$ cat config.mk
export PLATFORM = sky130hd
export DESIGN_NAME = potential_field_steering_top
export DESIGN_NICKNAME = d
export VERILOG_FILES = /design/src/rtl/pfs_pkg.sv /design/src/rtl/pfs_mul.sv /design/src/rtl/pfs_core.sv /design/src/rtl/potential_field_steering_top.sv
export SDC_FILE = /design/constraint.sdc
export NUM_CORES = 2
export LEC_CHECK = 0
export ABC_CLOCK_PERIOD_IN_PS = 24200
export BUFFER_PORTS_ARGS = -buffer_cell sky130_fd_sc_hd__buf_2
export CORE_ASPECT_RATIO = 1.75
export CORE_MARGIN = 2
export CORE_UTILIZATION = 30
export DETAILED_ROUTE_END_ITERATION = 16
export GPL_ROUTABILITY_DRIVEN = 1
export PLACE_DENSITY = 0.45
export SLEW_MARGIN = 40
export SYNTH_ARGS = -nofsm -noshare
export SYNTH_HDL_FRONTEND = slang
export SYNTH_SLANG_ARGS = --single-unit
$ cat constraint.sdc
create_clock -name clock -period 24.2 [get_ports clock]
set_input_delay 2.42 -clock clock [delete_from_list [all_inputs] [get_ports clock]]
set_output_delay 2.42 -clock clock [all_outputs]
set_load 0.05 [all_outputs]
$ cat src/rtl/pfs_pkg.sv
// Shared types, constants and helper functions for the potential field steering block.
// No dependencies; pfs_mul, pfs_core and the top level import this package.
`default_nettype none
package pfs_pkg;

   // Width of the scan force accumulator (signed, 16 fractional bits).
   localparam int ACCUMULATOR_BITS = 32;
   // Working width of the accumulator update, wide enough for the capped force.
   localparam int MAG_W = 51;
   localparam int SUM_W = ((ACCUMULATOR_BITS > MAG_W) ? ACCUMULATOR_BITS : MAG_W) + 2;
   // Working width of the steering output sum.
   localparam int OUT_W = ((ACCUMULATOR_BITS > 32) ? ACCUMULATOR_BITS : 32) + 1;

   // Shared multiplier operand widths.
   localparam int MUL_A_W = 36;
   localparam int MUL_B_W = 32;
   localparam int PROD_W  = MUL_A_W + MUL_B_W;

   // Width of the base-2 log of the force magnitude.
   localparam int L_W = 44;

   localparam logic [15:0] INF_RANGE   = 16'hFFFF;
   localparam logic [16:0] PI_Q13      = 17'd25736;
   localparam logic [16:0] HALF_PI_Q13 = 17'd12868;
   localparam logic [16:0] TWO_PI_Q13  = 17'd51472;
   localparam logic [31:0] LN2_Q30     = 32'd744261118;
   localparam logic [31:0] LOG2E_Q16   = 32'd94548;
   localparam logic [31:0] ONE_Q30     = 32'd1073741824;
   localparam logic [MAG_W-1:0] MAG_CAP = MAG_W'(1) << 50;

   localparam logic signed [SUM_W-1:0] ACC_MAX_EXT =
      {{(SUM_W-ACCUMULATOR_BITS+1){1'b0}}, {(ACCUMULATOR_BITS-1){1'b1}}};
   localparam logic signed [SUM_W-1:0] ACC_MIN_EXT = ~ACC_MAX_EXT;
   localparam logic signed [OUT_W-1:0] I32_MAX_EXT = {{(OUT_W-31){1'b0}}, {31{1'b1}}};
   localparam logic signed [OUT_W-1:0] I32_MIN_EXT = ~I32_MAX_EXT;

   // Register indexes of the configuration port.
   typedef enum logic [1:0] {
      CSR_FORCE_GAIN    = 2'd0,
      CSR_INVERSE_SIGMA = 2'd1,
      CSR_ANGLE_START   = 2'd2,
      CSR_ANGLE_STEP    = 2'd3
   } csr_index_type;

   // Sequencer of the force evaluation.
   typedef enum logic [4:0] {
      C_IDLE, C_SIN_SQ, C_SIN_X2, C_SIN_DIV, C_SIN_UPD, C_SIN_OUT, C_DQ, C_DSQ,
      C_ESIG, C_LEXP_HI, C_LEXP_LO, C_LOG, C_LR_MUL, C_LR_DIV, C_EXP_Y,
      C_EXP_MUL, C_EXP_DIV, C_FINISH
   } core_state_type;

   // Transaction control of the top level.
   typedef enum logic {
      T_IDLE,
      T_BUSY
   } top_state_type;

   // Start request to the force unit.
   typedef struct packed {
      logic        start;
      logic [15:0] range;
      logic [15:0] angle;
   } core_req_type;

   // Completion status from the force unit.
   typedef struct packed {
      logic             done;
      logic [MAG_W-1:0] mag;
      logic             subtract;
   } core_rsp_type;

   // Reciprocal ceil(2^32 / d), so that floor(x / d) = (x * r) >> 32 holds exactly
   // over the operand ranges that the force unit divides.
   function automatic logic [31:0] recip_q32(input logic [5:0] divisor);
      logic [31:0] r;
      case (divisor)
         6'd2:    r = 32'd2147483648;
         6'd3:    r = 32'd1431655766;
         6'd4:    r = 32'd1073741824;
         6'd5:    r = 32'd858993460;
         6'd6:    r = 32'd715827883;
         6'd7:    r = 32'd613566757;
         6'd8:    r = 32'd536870912;
         6'd9:    r = 32'd477218589;
         6'd10:   r = 32'd429496730;
         6'd20:   r = 32'd214748365;
         6'd42:   r = 32'd102261127;
         default: r = 32'd0;
      endcase
      return r;
   endfunction

   // Position of the leading one of a 16-bit value (zero for zero).
   function automatic logic [3:0] msb_index(input logic [15:0] v);
      logic [3:0] k;
      k = 4'd0;
      for (int i = 0; i < 16; i++) begin
         if (v[i]) begin
            k = 4'(i);
         end
      end
      return k;
   endfunction

   // Mantissa normalized to Q30, leading one at bit 30.
   function automatic logic [30:0] log_norm(input logic [15:0] v);
      logic [3:0] k;
      k = msb_index(v);
      return {15'd0, v} << (5'd30 - {1'b0, k});
   endfunction

endpackage
`default_nettype wire

$ cat src/rtl/pfs_mul.sv
// Shared unsigned multiplier of the force unit with a registered product.
// Depends on pfs_pkg for the operand widths.
`default_nettype none
module pfs_mul (
   input  wire logic                         clock,
   input  wire logic [pfs_pkg::MUL_A_W-1:0] mul_a,
   input  wire logic [pfs_pkg::MUL_B_W-1:0] mul_b,
   output logic      [pfs_pkg::PROD_W-1:0]  prod_ff
);
   import pfs_pkg::*;

   logic [PROD_W-1:0] prod_in;

   // One product per cycle, available in the following cycle.
   assign prod_in = PROD_W'(mul_a) * PROD_W'(mul_b);

   always_ff @(posedge clock) begin
      prod_ff <= prod_in;
   end

endmodule
`default_nettype wire

$ cat src/rtl/pfs_core.sv
// Force unit: a sequencer that evaluates one beam's repulsion magnitude on the shared
// multiplier (sine series, log2 by squaring, exp2 series). Depends on pfs_pkg, pfs_mul.
`default_nettype none
module pfs_core (
   input  wire logic                 clock,
   input  wire logic                 reset,
   input  wire pfs_pkg::core_req_type req,
   input  wire logic [15:0]          force_gain,
   input  wire logic [15:0]          inverse_sigma,
   output pfs_pkg::core_rsp_type     rsp
);
   import pfs_pkg::*;

   core_state_type state_ff, state_in;

   logic [3:0]            cnt_ff, cnt_in;
   logic                  sel_ff, sel_in;
   logic [13:0]           m_ff, m_in;
   logic                  neg_ff, neg_in;
   logic [15:0]           r_ff, r_in;
   logic [14:0]           x2_ff, x2_in;
   logic                  pos_ff, pos_in;
   logic [15:0]           el_ff, el_in;
   logic [41:0]           lexp_ff, lexp_in;
   logic [19:0]           ly_ff, ly_in;
   logic signed [20:0]    lg_ff, lg_in;
   logic                  lrneg_ff, lrneg_in;
   logic signed [L_W-1:0] l_ff, l_in;
   logic [29:0]           y_ff, y_in;
   logic [31:0]           esum_ff, esum_in;
   logic [MAG_W-1:0]      mag_ff, mag_in;
   logic                  done_ff, done_in;

   logic [MUL_A_W-1:0]    mul_a;
   logic [MUL_B_W-1:0]    mul_b;
   logic [PROD_W-1:0]     prod;

   pfs_mul u_mul (
      .clock  (clock),
      .mul_a  (mul_a),
      .mul_b  (mul_b),
      .prod_ff(prod)
   );

   // Fold the beam angle into [-pi/2, pi/2] and keep its magnitude.
   logic [16:0] fold_abs, fold_a, fold_b;
   logic        fold_wrap;
   assign fold_abs  = req.angle[15] ? (17'h10000 - {1'b0, req.angle}) : {1'b0, req.angle};
   assign fold_wrap = fold_abs > PI_Q13;
   assign fold_a    = fold_wrap ? (TWO_PI_Q13 - fold_abs) : fold_abs;
   assign fold_b    = (fold_a > HALF_PI_Q13) ? (PI_Q13 - fold_a) : fold_a;

   // Rounding of the sine series steps and of the lateral distance.
   logic [28:0] x2_sum, s_sum;
   logic [31:0] dq_sum;
   logic [15:0] sin_mag;
   logic [17:0] dq;
   logic [14:0] sin_p;
   logic [39:0] e16;
   assign x2_sum  = 29'(prod[27:0]) + 29'd4096;
   assign s_sum   = 29'(prod[27:0]) + 29'd4096;
   assign sin_mag = s_sum[28:13];
   assign dq_sum  = {1'b0, prod[30:0]} + 32'd8192;
   assign dq      = {4'd0, dq_sum[31:18]} << 4 | 18'(dq_sum[17:14]);
   assign sin_p   = 15'(17'd16384 - {1'b0, prod[47:32]});
   assign e16     = prod[51:12];

   // Divisors of the sine series steps.
   logic [5:0] sin_div;
   always_comb begin
      case (cnt_ff)
         4'd0:    sin_div = 6'd42;
         4'd1:    sin_div = 6'd20;
         default: sin_div = 6'd6;
      endcase
   end

   // One fraction bit of log2 per squaring.
   logic [31:0]        log_mm;
   logic               log_bit;
   logic [30:0]        log_mn;
   logic [19:0]        log_ly;
   logic signed [20:0] log_val;
   logic [19:0]        log_abs;
   assign log_mm  = prod[61:30];
   assign log_bit = log_mm[31];
   assign log_mn  = log_bit ? log_mm[31:1] : log_mm[30:0];
   assign log_ly  = ly_ff | (20'(log_bit) << cnt_ff);
   assign log_val = $signed({1'b0, log_ly}) - 21'sd524288;
   assign log_abs = log_val[20] ? 20'(-log_val) : 20'(log_val);

   // Log2 of the force in Q16.
   logic signed [L_W-1:0] lr_s, l_calc;
   assign lr_s   = lrneg_ff ? -$signed({(L_W-20)'(0), prod[51:32]})
                            : $signed({(L_W-20)'(0), prod[51:32]});
   assign l_calc = L_W'(lg_ff) - lr_s - $signed({2'b00, lexp_ff}) + L_W'(1 << 20);

   // Scale the exp2 mantissa by the integer part of the log.
   logic [L_W-17:0]  fin_n;
   logic [5:0]       fin_n6;
   logic [MAG_W-1:0] fin_shift;
   assign fin_n     = l_ff[L_W-1:16];
   assign fin_n6    = fin_n[5:0];
   assign fin_shift = (fin_n6 >= 6'd30) ? ({19'd0, esum_ff} << 5'(fin_n6 - 6'd30))
                                        : MAG_W'(esum_ff >> 5'(6'd30 - fin_n6));

   // Next state of the sequencer.
   always_comb begin
      state_in = state_ff;
      unique case (state_ff)
         C_IDLE:    if (req.start) state_in = C_SIN_SQ;
         C_SIN_SQ:  state_in = C_SIN_X2;
         C_SIN_X2:  state_in = C_SIN_DIV;
         C_SIN_DIV: state_in = C_SIN_UPD;
         C_SIN_UPD: state_in = (cnt_ff == 4'd2) ? C_SIN_OUT : C_SIN_DIV;
         C_SIN_OUT: state_in = C_DQ;
         C_DQ:      state_in = C_DSQ;
         C_DSQ:     state_in = C_ESIG;
         C_ESIG:    state_in = C_LEXP_HI;
         C_LEXP_HI: state_in = C_LEXP_LO;
         C_LEXP_LO: state_in = C_LOG;
         C_LOG:     if (cnt_ff == 4'd0 && sel_ff) state_in = C_LR_MUL;
         C_LR_MUL:  state_in = C_LR_DIV;
         C_LR_DIV:  state_in = C_EXP_Y;
         C_EXP_Y:   state_in = C_EXP_MUL;
         C_EXP_MUL: state_in = C_EXP_DIV;
         C_EXP_DIV: state_in = (cnt_ff == 4'd10) ? C_FINISH : C_EXP_MUL;
         C_FINISH:  state_in = C_IDLE;
         default:   state_in = C_IDLE;
      endcase
   end

   // Datapath updates and multiplier operands of each step.
   always_comb begin
      cnt_in   = cnt_ff;
      sel_in   = sel_ff;
      m_in     = m_ff;
      neg_in   = neg_ff;
      r_in     = r_ff;
      x2_in    = x2_ff;
      pos_in   = pos_ff;
      el_in    = el_ff;
      lexp_in  = lexp_ff;
      ly_in    = ly_ff;
      lg_in    = lg_ff;
      lrneg_in = lrneg_ff;
      l_in     = l_ff;
      y_in     = y_ff;
      esum_in  = esum_ff;
      mag_in   = mag_ff;
      done_in  = 1'b0;
      mul_a    = '0;
      mul_b    = '0;
      unique case (state_ff)
         C_IDLE: begin
            if (req.start) begin
               m_in   = fold_b[13:0];
               neg_in = req.angle[15] ^ fold_wrap;
               r_in   = req.range;
            end
         end
         C_SIN_SQ: begin
            mul_a = MUL_A_W'(m_ff);
            mul_b = MUL_B_W'(m_ff);
         end
         C_SIN_X2: begin
            x2_in  = x2_sum[27:13];
            cnt_in = 4'd0;
            mul_a  = MUL_A_W'(x2_sum[27:13]);
            mul_b  = 32'd16384;
         end
         C_SIN_DIV: begin
            mul_a = MUL_A_W'(prod[28:13]);
            mul_b = recip_q32(sin_div);
         end
         C_SIN_UPD: begin
            mul_b = MUL_B_W'(sin_p);
            if (cnt_ff == 4'd2) begin
               mul_a = MUL_A_W'(m_ff);
            end else begin
               mul_a  = MUL_A_W'(x2_ff);
               cnt_in = cnt_ff + 4'd1;
            end
         end
         C_SIN_OUT: begin
            pos_in = !neg_ff && (sin_mag != 16'd0);
            mul_a  = MUL_A_W'(r_ff);
            mul_b  = MUL_B_W'(sin_mag);
         end
         C_DQ: begin
            mul_a = MUL_A_W'(dq);
            mul_b = MUL_B_W'(dq);
         end
         C_DSQ: begin
            mul_a = prod[35:0];
            mul_b = MUL_B_W'(inverse_sigma);
         end
         C_ESIG: begin
            el_in = e16[15:0];
            mul_a = MUL_A_W'(e16[39:16]);
            mul_b = LOG2E_Q16;
         end
         C_LEXP_HI: begin
            lexp_in = 42'(prod[40:0]);
            mul_a   = MUL_A_W'(el_ff);
            mul_b   = LOG2E_Q16;
         end
         C_LEXP_LO: begin
            lexp_in = lexp_ff + 42'(prod[32:16]);
            ly_in   = {msb_index(force_gain), 16'd0};
            cnt_in  = 4'd15;
            sel_in  = 1'b0;
            mul_a   = MUL_A_W'(log_norm(force_gain));
            mul_b   = MUL_B_W'(log_norm(force_gain));
         end
         C_LOG: begin
            ly_in = log_ly;
            if (cnt_ff != 4'd0) begin
               cnt_in = cnt_ff - 4'd1;
               mul_a  = MUL_A_W'(log_mn);
               mul_b  = MUL_B_W'(log_mn);
            end else if (!sel_ff) begin
               // Gain done; start the log of the range.
               lg_in  = log_val;
               sel_in = 1'b1;
               ly_in  = {msb_index(r_ff), 16'd0};
               cnt_in = 4'd15;
               mul_a  = MUL_A_W'(log_norm(r_ff));
               mul_b  = MUL_B_W'(log_norm(r_ff));
            end else begin
               lrneg_in = log_val[20];
               mul_a    = MUL_A_W'(log_abs);
               mul_b    = 32'd11;
            end
         end
         C_LR_MUL: begin
            mul_a = MUL_A_W'(prod[23:0]);
            mul_b = recip_q32(6'd10);
         end
         C_LR_DIV: begin
            l_in  = l_calc;
            mul_a = MUL_A_W'(l_calc[15:0]);
            mul_b = LN2_Q30;
         end
         C_EXP_Y: begin
            // The first series term equals y.
            y_in    = prod[45:16];
            esum_in = ONE_Q30 + 32'(prod[45:16]);
            cnt_in  = 4'd2;
            mul_a   = MUL_A_W'(prod[45:16]);
            mul_b   = MUL_B_W'(prod[45:16]);
         end
         C_EXP_MUL: begin
            mul_a = MUL_A_W'(prod[59:30]);
            mul_b = recip_q32(6'(cnt_ff));
         end
         C_EXP_DIV: begin
            esum_in = esum_ff + 32'(prod[61:32]);
            if (cnt_ff != 4'd10) begin
               cnt_in = cnt_ff + 4'd1;
               mul_a  = MUL_A_W'(prod[61:32]);
               mul_b  = MUL_B_W'(y_ff);
            end
         end
         C_FINISH: begin
            done_in = 1'b1;
            if (force_gain == 16'd0) begin
               mag_in = '0;
            end else if (r_ff == 16'd0) begin
               mag_in = MAG_CAP;
            end else if (l_ff[L_W-1]) begin
               mag_in = '0;
            end else if (fin_n >= (L_W-16)'(50)) begin
               mag_in = MAG_CAP;
            end else begin
               mag_in = fin_shift;
            end
         end
         default: begin
            done_in = 1'b0;
         end
      endcase
   end

   // Sequencer control registers.
   always_ff @(posedge clock) begin
      if (reset) begin
         state_ff <= C_IDLE;
         done_ff  <= 1'b0;
      end else begin
         state_ff <= state_in;
         done_ff  <= done_in;
      end
   end

   // Datapath registers.
   always_ff @(posedge clock) begin
      cnt_ff   <= cnt_in;
      sel_ff   <= sel_in;
      m_ff     <= m_in;
      neg_ff   <= neg_in;
      r_ff     <= r_in;
      x2_ff    <= x2_in;
      pos_ff   <= pos_in;
      el_ff    <= el_in;
      lexp_ff  <= lexp_in;
      ly_ff    <= ly_in;
      lg_ff    <= lg_in;
      lrneg_ff <= lrneg_in;
      l_ff     <= l_in;
      y_ff     <= y_in;
      esum_ff  <= esum_in;
      mag_ff   <= mag_in;
   end

   assign rsp.done     = done_ff;
   assign rsp.mag      = mag_ff;
   assign rsp.subtract = pos_ff && (r_ff != 16'd0);

endmodule
`default_nettype wire

$ cat src/rtl/potential_field_steering_top.sv
// Potential field steering: a finite beam runs through the force unit sequencer around one
// shared multiplier, including the two log2 evaluations; req_ready is low meanwhile.
// An infinite beam completes on acceptance; a desired vector's result is in the output
// register the cycle after acceptance. Synchronous active-high reset restores the register
// defaults, clears both force sums and flags and restarts the beam angle at angle_start.
`default_nettype none
module potential_field_steering_top (
   input  wire logic                  clock,
   input  wire logic                  reset,
   input  wire logic                  req_valid,
   output logic                       req_ready,
   input  wire logic                  req_kind,
   input  wire logic [15:0]           req_range,
   input  wire logic                  req_last_beam,
   input  wire logic signed [31:0]    req_desired_x,
   input  wire logic signed [31:0]    req_desired_y,
   output logic                       rsp_valid,
   input  wire logic                  rsp_ready,
   output logic signed [31:0]         rsp_trajectory_x,
   output logic signed [31:0]         rsp_trajectory_y,
   output logic                       rsp_force_saturated,
   input  wire logic                  csr_valid,
   output logic                       csr_ready,
   input  wire pfs_pkg::csr_index_type csr_index,
   input  wire logic [15:0]           csr_data
);
   import pfs_pkg::*;

   top_state_type state_ff, state_in;

   logic [15:0]                        gain_ff, gain_in;
   logic [15:0]                        isig_ff, isig_in;
   logic [15:0]                        astart_ff, astart_in;
   logic [15:0]                        astep_ff, astep_in;
   logic [15:0]                        angle_ff, angle_in;
   logic signed [ACCUMULATOR_BITS-1:0] sum_ff, sum_in;
   logic signed [ACCUMULATOR_BITS-1:0] lsum_ff, lsum_in;
   logic                               ovf_ff, ovf_in;
   logic                               lovf_ff, lovf_in;
   logic                               last_ff, last_in;
   logic                               rsp_valid_ff, rsp_valid_in;
   logic signed [31:0]                 rsp_x_ff, rsp_x_in;
   logic signed [31:0]                 rsp_y_ff, rsp_y_in;
   logic                               rsp_sat_ff, rsp_sat_in;

   core_req_type core_req;
   core_rsp_type core_rsp;

   logic accept, beam_inf, beam_fin, fin_last;

   pfs_core u_core (
      .clock        (clock),
      .reset        (reset),
      .req          (core_req),
      .force_gain   (gain_ff),
      .inverse_sigma(isig_ff),
      .rsp          (core_rsp)
   );

   // Input transaction and force unit start.
   assign accept         = req_valid && req_ready;
   assign beam_inf       = accept && !req_kind && (req_range == INF_RANGE);
   assign core_req.start = accept && !req_kind && (req_range != INF_RANGE);
   assign core_req.range = req_range;
   assign core_req.angle = angle_ff;

   // A beam finishes at once when infinite, otherwise when the force unit is done.
   assign beam_fin = beam_inf || core_rsp.done;
   assign fin_last = beam_inf ? req_last_beam : last_ff;

   // Saturating accumulation of the signed force term.
   logic signed [SUM_W-1:0] acc_ext, mag_ext, acc_t;
   logic                    acc_hi, acc_lo;
   logic signed [ACCUMULATOR_BITS-1:0] acc_sat;
   assign acc_ext = SUM_W'(sum_ff);
   assign mag_ext = $signed({{(SUM_W-MAG_W){1'b0}}, core_rsp.mag});
   assign acc_t   = core_rsp.subtract ? (acc_ext - mag_ext) : (acc_ext + mag_ext);
   assign acc_hi  = acc_t > ACC_MAX_EXT;
   assign acc_lo  = acc_t < ACC_MIN_EXT;
   assign acc_sat = acc_hi ? ACC_MAX_EXT[ACCUMULATOR_BITS-1:0]
                  : acc_lo ? ACC_MIN_EXT[ACCUMULATOR_BITS-1:0]
                  : acc_t[ACCUMULATOR_BITS-1:0];

   // Steering output: desired y plus the latched force, saturated to 32 bits.
   logic signed [OUT_W-1:0] out_t;
   logic signed [31:0]      out_y;
   assign out_t = OUT_W'(req_desired_y) + OUT_W'(lsum_ff);
   assign out_y = (out_t > I32_MAX_EXT) ? 32'sh7FFFFFFF
                : (out_t < I32_MIN_EXT) ? 32'sh80000000
                : out_t[31:0];

   // Next state of the transaction control.
   always_comb begin
      state_in = state_ff;
      unique case (state_ff)
         T_IDLE:  if (core_req.start) state_in = T_BUSY;
         T_BUSY:  if (core_rsp.done) state_in = T_IDLE;
         default: state_in = T_IDLE;
      endcase
   end

   // Handshake outputs of the transaction control.
   always_comb begin
      unique case (state_ff)
         T_IDLE:  req_ready = !rsp_valid_ff || rsp_ready;
         T_BUSY:  req_ready = 1'b0;
         default: req_ready = 1'b0;
      endcase
   end

   // Configuration register writes.
   always_comb begin
      gain_in   = gain_ff;
      isig_in   = isig_ff;
      astart_in = astart_ff;
      astep_in  = astep_ff;
      if (csr_valid) begin
         unique case (csr_index)
            CSR_FORCE_GAIN:    gain_in   = csr_data;
            CSR_INVERSE_SIGMA: isig_in   = csr_data;
            CSR_ANGLE_START:   astart_in = csr_data;
            CSR_ANGLE_STEP:    astep_in  = csr_data;
            default:           gain_in   = gain_ff;
         endcase
      end
   end

   // Scan state: sums, flags and the running beam angle.
   always_comb begin
      sum_in   = sum_ff;
      ovf_in   = ovf_ff;
      lsum_in  = lsum_ff;
      lovf_in  = lovf_ff;
      angle_in = angle_ff;
      last_in  = last_ff;
      if (core_req.start) begin
         last_in = req_last_beam;
      end
      if (beam_fin) begin
         if (core_rsp.done) begin
            sum_in = acc_sat;
            ovf_in = ovf_ff || acc_hi || acc_lo;
         end
         angle_in = angle_ff + astep_ff;
         if (fin_last) begin
            lsum_in  = sum_in;
            lovf_in  = ovf_in;
            sum_in   = '0;
            ovf_in   = 1'b0;
            angle_in = astart_ff;
         end
      end
   end

   // Output register: a new result replaces the taken one.
   always_comb begin
      rsp_valid_in = rsp_valid_ff && !rsp_ready;
      rsp_x_in     = rsp_x_ff;
      rsp_y_in     = rsp_y_ff;
      rsp_sat_in   = rsp_sat_ff;
      if (accept && req_kind) begin
         rsp_valid_in = 1'b1;
         rsp_sat_in   = lovf_ff;
         if (req_desired_x == 32'sd0 && req_desired_y == 32'sd0) begin
            rsp_x_in = 32'sd0;
            rsp_y_in = 32'sd0;
         end else begin
            rsp_x_in = req_desired_x;
            rsp_y_in = out_y;
         end
      end
   end

   always_ff @(posedge clock) begin
      if (reset) begin
         state_ff     <= T_IDLE;
         gain_ff      <= 16'd11520;
         isig_ff      <= 16'd3413;
         astart_ff    <= 16'hCDBC;
         astep_ff     <= 16'd143;
         angle_ff     <= 16'hCDBC;
         sum_ff       <= '0;
         ovf_ff       <= 1'b0;
         lsum_ff      <= '0;
         lovf_ff      <= 1'b0;
         last_ff      <= 1'b0;
         rsp_valid_ff <= 1'b0;
      end else begin
         state_ff     <= state_in;
         gain_ff      <= gain_in;
         isig_ff      <= isig_in;
         astart_ff    <= astart_in;
         astep_ff     <= astep_in;
         angle_ff     <= angle_in;
         sum_ff       <= sum_in;
         ovf_ff       <= ovf_in;
         lsum_ff      <= lsum_in;
         lovf_ff      <= lovf_in;
         last_ff      <= last_in;
         rsp_valid_ff <= rsp_valid_in;
      end
   end

   always_ff @(posedge clock) begin
      rsp_x_ff   <= rsp_x_in;
      rsp_y_ff   <= rsp_y_in;
      rsp_sat_ff <= rsp_sat_in;
   end

   assign csr_ready           = 1'b1;
   assign rsp_valid           = rsp_valid_ff;
   assign rsp_trajectory_x    = rsp_x_ff;
   assign rsp_trajectory_y    = rsp_y_ff;
   assign rsp_force_saturated = rsp_sat_ff;

endmodule
`default_nettype wire

Yosys cells after proc, flatten, opt, wreduce, memory -nomap -nowiden
Memories as Yosys holds them, arrays and structs flattened. A register that Yosys moved wholly into a read port is not among the register bits. Index checks and enable logic that the tools add are counted.

Add/subtract/negate cells: 25. $mul: 1. Divide/modulo/power cells: 0. Magnitude comparators: 8. Eq/ne operators: 43. Shift-type cells: 5. Muxes and demuxes: 90. Bitwise operators: 6. Reductions and logical operators: 46.

Operators with widths (number): $pmux 36 s16 (1); $pmux 32 s15 (1); $pmux 32 s11 (1); $mux 51 (4); $mux 32 (6); $mux 4 (35); $mux 31 (4); $pmux 5 s17 (1); $pmux 42 s2 (1); $logic_not 32->1 (2); $pmux 32 s2 (1); $mul 36x32->62 (1); $shl 16x5->31 (2); $mux 20 (3); $mux 30 (2); $add 32x52->53 (1); $gt 53x32->1 const B (1); $lt 53x32->1 const B (1); $mux 53 (1); $sub 32x52->53 (1); $shl 32x5->51 (1); $shr 32x5->51 (1); $add 44x22->44 const B (1); $mux 44 (1); other kinds (82) (150).

Bits in registers: 591. Bits in latches: 0. Memory bits (writable): 0. Bits in read-only memories: 512. Bits of input ports: 105. Output and inout bits: 68. Word-level logic and storage cells: 261. Memories: 1.

Memories: (no name shown) (words 16, bits a word 32, read ports 1, clocked after memory_dff 1, write ports 0, RTL line pfs_pkg.sv:76) `case (divisor)`.

Depth between registers and ports, before layout
Word-level depth: 24. Gate-level depth with buffers: 53.

Modules after synthesis
A second synthesis with hierarchy kept.

Cell total of the unflattened synthesis: 9471. Area total of the unflattened synthesis: 83082.2 µm².

By module, submodules not included: pfs_mul (times used 1, cells each 4202, area an instance 38120.3 µm², seq. area each 1361.3 µm²); pfs_core (times used 1, cells each 3441, area an instance 30062.6 µm², seq. area each 9248.9 µm²); potential_field_steering_top (times used 1, cells each 1828, area an instance 14899.3 µm², seq. area each 4934.7 µm²).

Worst setup path after synthesis
No wires, ideal clock.

Path kind: register to register. Start point: register u_core.u_mul.prod_ff[32] (netlist bit). End point: register u_core.u_mul.prod_ff[61] (netlist bit). Setup time: 0.072 ns. Arrival: 12.014 ns. Data required time: 24.128 ns. Path slack: 12.114 ns. Stages on the path, launching flop included: 44. Buffers on the path: 2. Cell sequence: dfxtp_1 > clkbuf_1 > or3_1 > or3_1 > or3_1 > or2_2 > o21ai_0 > xnor2_1 > fa_1 > inv_1 > ha_1 > ha_1 > or3_1 > a311oi_1 > nor2_1 > xor2_1 > a2111oi_0 > clkbuf_1 > [... 8 more ...] > fa_1 > fa_1 > inv_1 > fa_1 > inv_1 > ha_1 > and4_1 > a31o_2 > a21oi_1 > o21ai_0 > a311oi_1 > nor4b_1 > nor3_1 > o21ai_0 > a211oi_1 > o21ai_0 > a21oi_1 > xnor2_1.

Longest elaborated chain between the ends: 7. Elaborated cells on any way between the ends: 13. Those cells by class: add/sub (5); mul (1); mux (7).

RTL lines: start: declaration (RTL line pfs_mul.sv:8) `output logic [pfs_pkg::PROD_W-1:0] prod_ff`; start signal: assignment (RTL line pfs_mul.sv:18) `prod_ff <= prod_in;`; $neg 20->44 (RTL line pfs_core.sv:94) `assign lr_s = lrneg_ff ? -$signed({(L_W-20)'(0), prod[51:32]})`; $mux 44 (RTL line pfs_core.sv:94); $sub 21x44->44 (RTL line pfs_core.sv:96) `assign l_calc = L_W'(lg_ff) - lr_s - $signed({2'b00, lexp_ff}) + L_W'(1 << 20);`; $sub 44x43->44 (RTL line pfs_core.sv:96); $add 44x22->44 (RTL line pfs_core.sv:96); $pmux 36 s16 (RTL line pfs_core.sv:154) `unique case (state_ff)`; $mul 36x32->62 * (RTL line pfs_mul.sv:15) `assign prod_in = PROD_W'(mul_a) * PROD_W'(mul_b);`; net u_core.u_mul.prod_in[61] (RTL line pfs_mul.sv:12) `logic [PROD_W-1:0] prod_in;`.

The timed path passes the listed nets; every way through them passes the cells marked *. A chain may end at the register's enable or synchronous reset.

Worst setup path in the final report
Start point: register u_core.u_mul.prod_ff[34] (netlist bit). End point: register u_core.u_mul.prod_ff[61] (netlist bit).

Same word-level chain as after synthesis.

==> metrics.txt <==
most used cell along the critical path=fa_1; CP startpoint kind=flip-flop; vias after detailed routing=about 71000; # IOs=roughly 170; Crit Path Category=reg -> reg; number of global-route vias before repair=approximately 76000; crit path DAT=15060 ps; Setup-failing EPs final=0; Initial DRT Pass Iterations=8; Post-Layout Cell Count=about 13000; max cap viols=0; Rows=252; largest net degree at the start of global routing=93; Clk Latency, worst-skew pair=720 ps; post_cts resized=0; CP Max Fanout=19; DR iter-0 viols=5522; Worst path max stage delay=660 ps; core footprint=roughly 270000 um^2; Post-synth ARST share=0%; DR DRC count=0; # Post-CTS Setup Buffers=0; Die ar.=275000 um^2; CTS tree=built; Critical Path End Type=flip-flop; area delta synth->final=10.4%; Rel. slew slack=29.9%; vias per cell=~5.5; status=completed; placed cell count=between 10000 and 15000; Worst Hold Class=reg -> reg; post-route ant nets=0; DIE HEIGHT=just under 700 um; layout cell share with drive strength beyond 1=just under 9%; RD Place Congestion=1.02; first-pass GRT wire length=approximately 560 mm; Worst VDD drop=between 0.15 and 0.2 mV; reg2reg path depth=44; hold path endpoint=astart_ff[6]; leakage=slightly above 0.04 uW; synthesized area=around 80000 um^2; FILL cells=28100; CTS Hold Bufs=0; Setup Skew=between 60 and 70 ps; Pwr Density=120 nW/um^2; predominant post-synthesis flop cell=edfxtp_1; Max Clock Freq=roughly 0.07 GHz; dpl hpwl=315 mm; Total Nets Final=between 10000 and 15000; Unique masters post-synth=~110; crit path max-delay cell type=nor4_1; reg-to-reg slack, setup=around 9800 ps; overall routing resource usage=approximately 29%; reg2reg end=u_core.u_mul.prod_ff[61]; Slew Viols, Final=0; CTS buffer count=68; Synth warnings=0; synthesized area per cell=roughly 8.6 um^2; WHS=roughly 460 ps; Req. time, crit path=between 20000 and 25000 ps; final worst path period share=between 50% and 60%; R2R Path Start=u_core.u_mul.prod_ff[34]; Synth Register Bits=592; minimum clock period=~14000 ps; initial antenna violation count=27; Worst-path clk slew=60 ps; HP Start=astart_ff[6]; grt total ovfl=0; clk sinks=between 500 and 600; PortBufs=approximately 170; CTS H-Tree Depth=3; setup total negative slack=0 ps; clk root buf=clkbuf_16; sequential cell area fraction in the yosys report=19.0%; wire per inst=30.5 um; total wire length=399 mm; Final Hold Vio Count=0; initial core utilization=between 30% and 40%; Slew @ Worst Pin=1020 ps; Post-synth EDFFs=around 360; Die X=397 um; post-synthesis cell count=between 9000 and 10000; RSZ-0062 raised after global routing=false; CTS Buffer Depth=3; Worst Hold Depth=2
-- cell type report --
class / count / area (um^2) / share of cell area, %
clock buffers: 90 / 1970 / 2.20
repair buffers: 432 / 2900 / 3.24
multi-input cells: 6989 / 59200 / 66.1
flip-flops and latches: 592 / 15400 / 17.3
inverters: 1372 / 5150 / 5.75
well taps: 3556 / 4450 / 4.97
clock inverters: 35 / 377 / 0.421
diodes: 14 / 35.0 / 0.0391
-- layer usage --
layer	vias to the layer above	global-route usage (%)	wire length [um]	share of wire, %
li1	31200	-	-	-
met1	36200	26.4	123000	31
met2	2815	53.3	209000	52
met3	1249	4.29	20400	5.1
met4	16	26.7	45800	11
met5	-	0	114	0.029
-- report_power, final --
group          leakage (uW)  switching, uW  internal (uW)  total [uW]
sequential          0.00530            193           1260        1460
combinational        0.0338           5570           2610        8180
clock               0.00116            523            619        1140
total                0.0402           6290           4490       10800
-- through the flow --
| stage | worst slack, ps | power [uW] | area, um^2 | util, % |
|---|---|---|---|---|
| final | 9780 | 10800 | 89500 | 33.3 |
| after global routing | 9220 | 11400 | 89500 | 33.3 |
| after CTS | 9600 | 10700 | 89400 | 33.2 |
| after detailed placement | 9630 | 9510 | 87000 | 32.4 |
| after global placement | 9190 | 9490 | 86700 | 32.2 |
| after floorplan | 12110 | 6250 | 81300 | - |
-- layout by cell type, fill, tap and decap left out, types with 34 or more instances in the layout --
cell type	n
o21ai_0	388
and3_1	62
nand3_1	131
a21o_1	158
fa_1	1051
nand3b_1	36
o21a_1	57
xor2_1	145
buf_2	175
nor4_1	44
o31ai_1	41
inv_1	1367
a221oi_1	41
and2_1	72
nand4_1	64
clkbuf_16	74
nand2b_1	59
dfxtp_1	222
a31oi_1	50
nand2_1	1341
o22ai_1	56
a21oi_1	504
xnor2_1	253
or2_2	34
a22oi_1	53
mux4_2	47
conb_1	61
buf_4	247
o211ai_1	66
or3_1	41
edfxtp_1	357
nor2b_1	58
nor3_1	91
ha_1	481
o21bai_1	44
nor2_1	770
mux2_2	35
a211oi_1	45
mux2i_1	114
-- registers in the layout (all words and copies together), names as in the netlist, 28 cells and up, named ones only --
name                  flops
rsp_trajectory_x         32
u_core.u_mul.prod_ff     62
u_core.l_ff              28
lsum_ff                  32
u_core.esum_ff           32
u_core.mag_ff            51
rsp_trajectory_y         32
u_core.y_ff              30
sum_ff                   32
u_core.lexp_ff           42
-- critical path, delay by kind of cell, from the launching register on --
kind	cells	cell delay, ps
fa+ha+maj	12	5710
simple gates	10	3480
compound gates	12	3370
buf+inv	7	930
xor+xnor	3	560
flops	1	300
-- cell families after synthesis --
| group | share of synthesized area, % |
|---|---|
| buf+inv | 9.03 |
| mux | 3.21 |
| fa+ha+maj | 33.4 |
| simple gates | 16.3 |
| compound gates | 14.6 |
| xor+xnor | 4.41 |
| other cells | 0.00926 |
| flops | 19.0 |
-- cell usage after synthesis (all sizes together) (53+ instances only) --
library cell,number,share of area (%)
nand2,1343,6.2
nand2b,60,0.46
a21o,159,1.5
a22oi,53,0.49
xor2,147,1.6
and3,64,0.49
mux2i,115,1.4
nor2b,60,0.46
nor3,105,0.67
nand3,132,0.81
nand4,64,0.49
inv,1370,6.3
xnor2,259,2.8
a21oi,519,3.2
o22ai,56,0.43
nor2,784,3.6
o211ai,66,0.61
fa,1051,26
o21a,58,0.54
and2,78,0.60
edfxtp,357,13
ha,482,7.4
dfxtp,235,5.8
o21ai,410,2.5
nor4,55,0.45
clkbuf,507,2.4
-- worst max path at each step --
stage / startpoint / endpoint / depth (start not counted)
global placement: u_core.u_mul.prod_ff[33] / u_core.u_mul.prod_ff[61] / 46
global route: u_core.u_mul.prod_ff[34] / u_core.u_mul.prod_ff[61] / 44
detailed placement: u_core.u_mul.prod_ff[34] / u_core.u_mul.prod_ff[61] / 44
floorplan: u_core.u_mul.prod_ff[32] / u_core.u_mul.prod_ff[61] / 43
CTS: u_core.u_mul.prod_ff[34] / u_core.u_mul.prod_ff[61] / 44
finish: u_core.u_mul.prod_ff[34] / u_core.u_mul.prod_ff[61] / 44
Note: power is estimated with default switching activity, not from simulation.
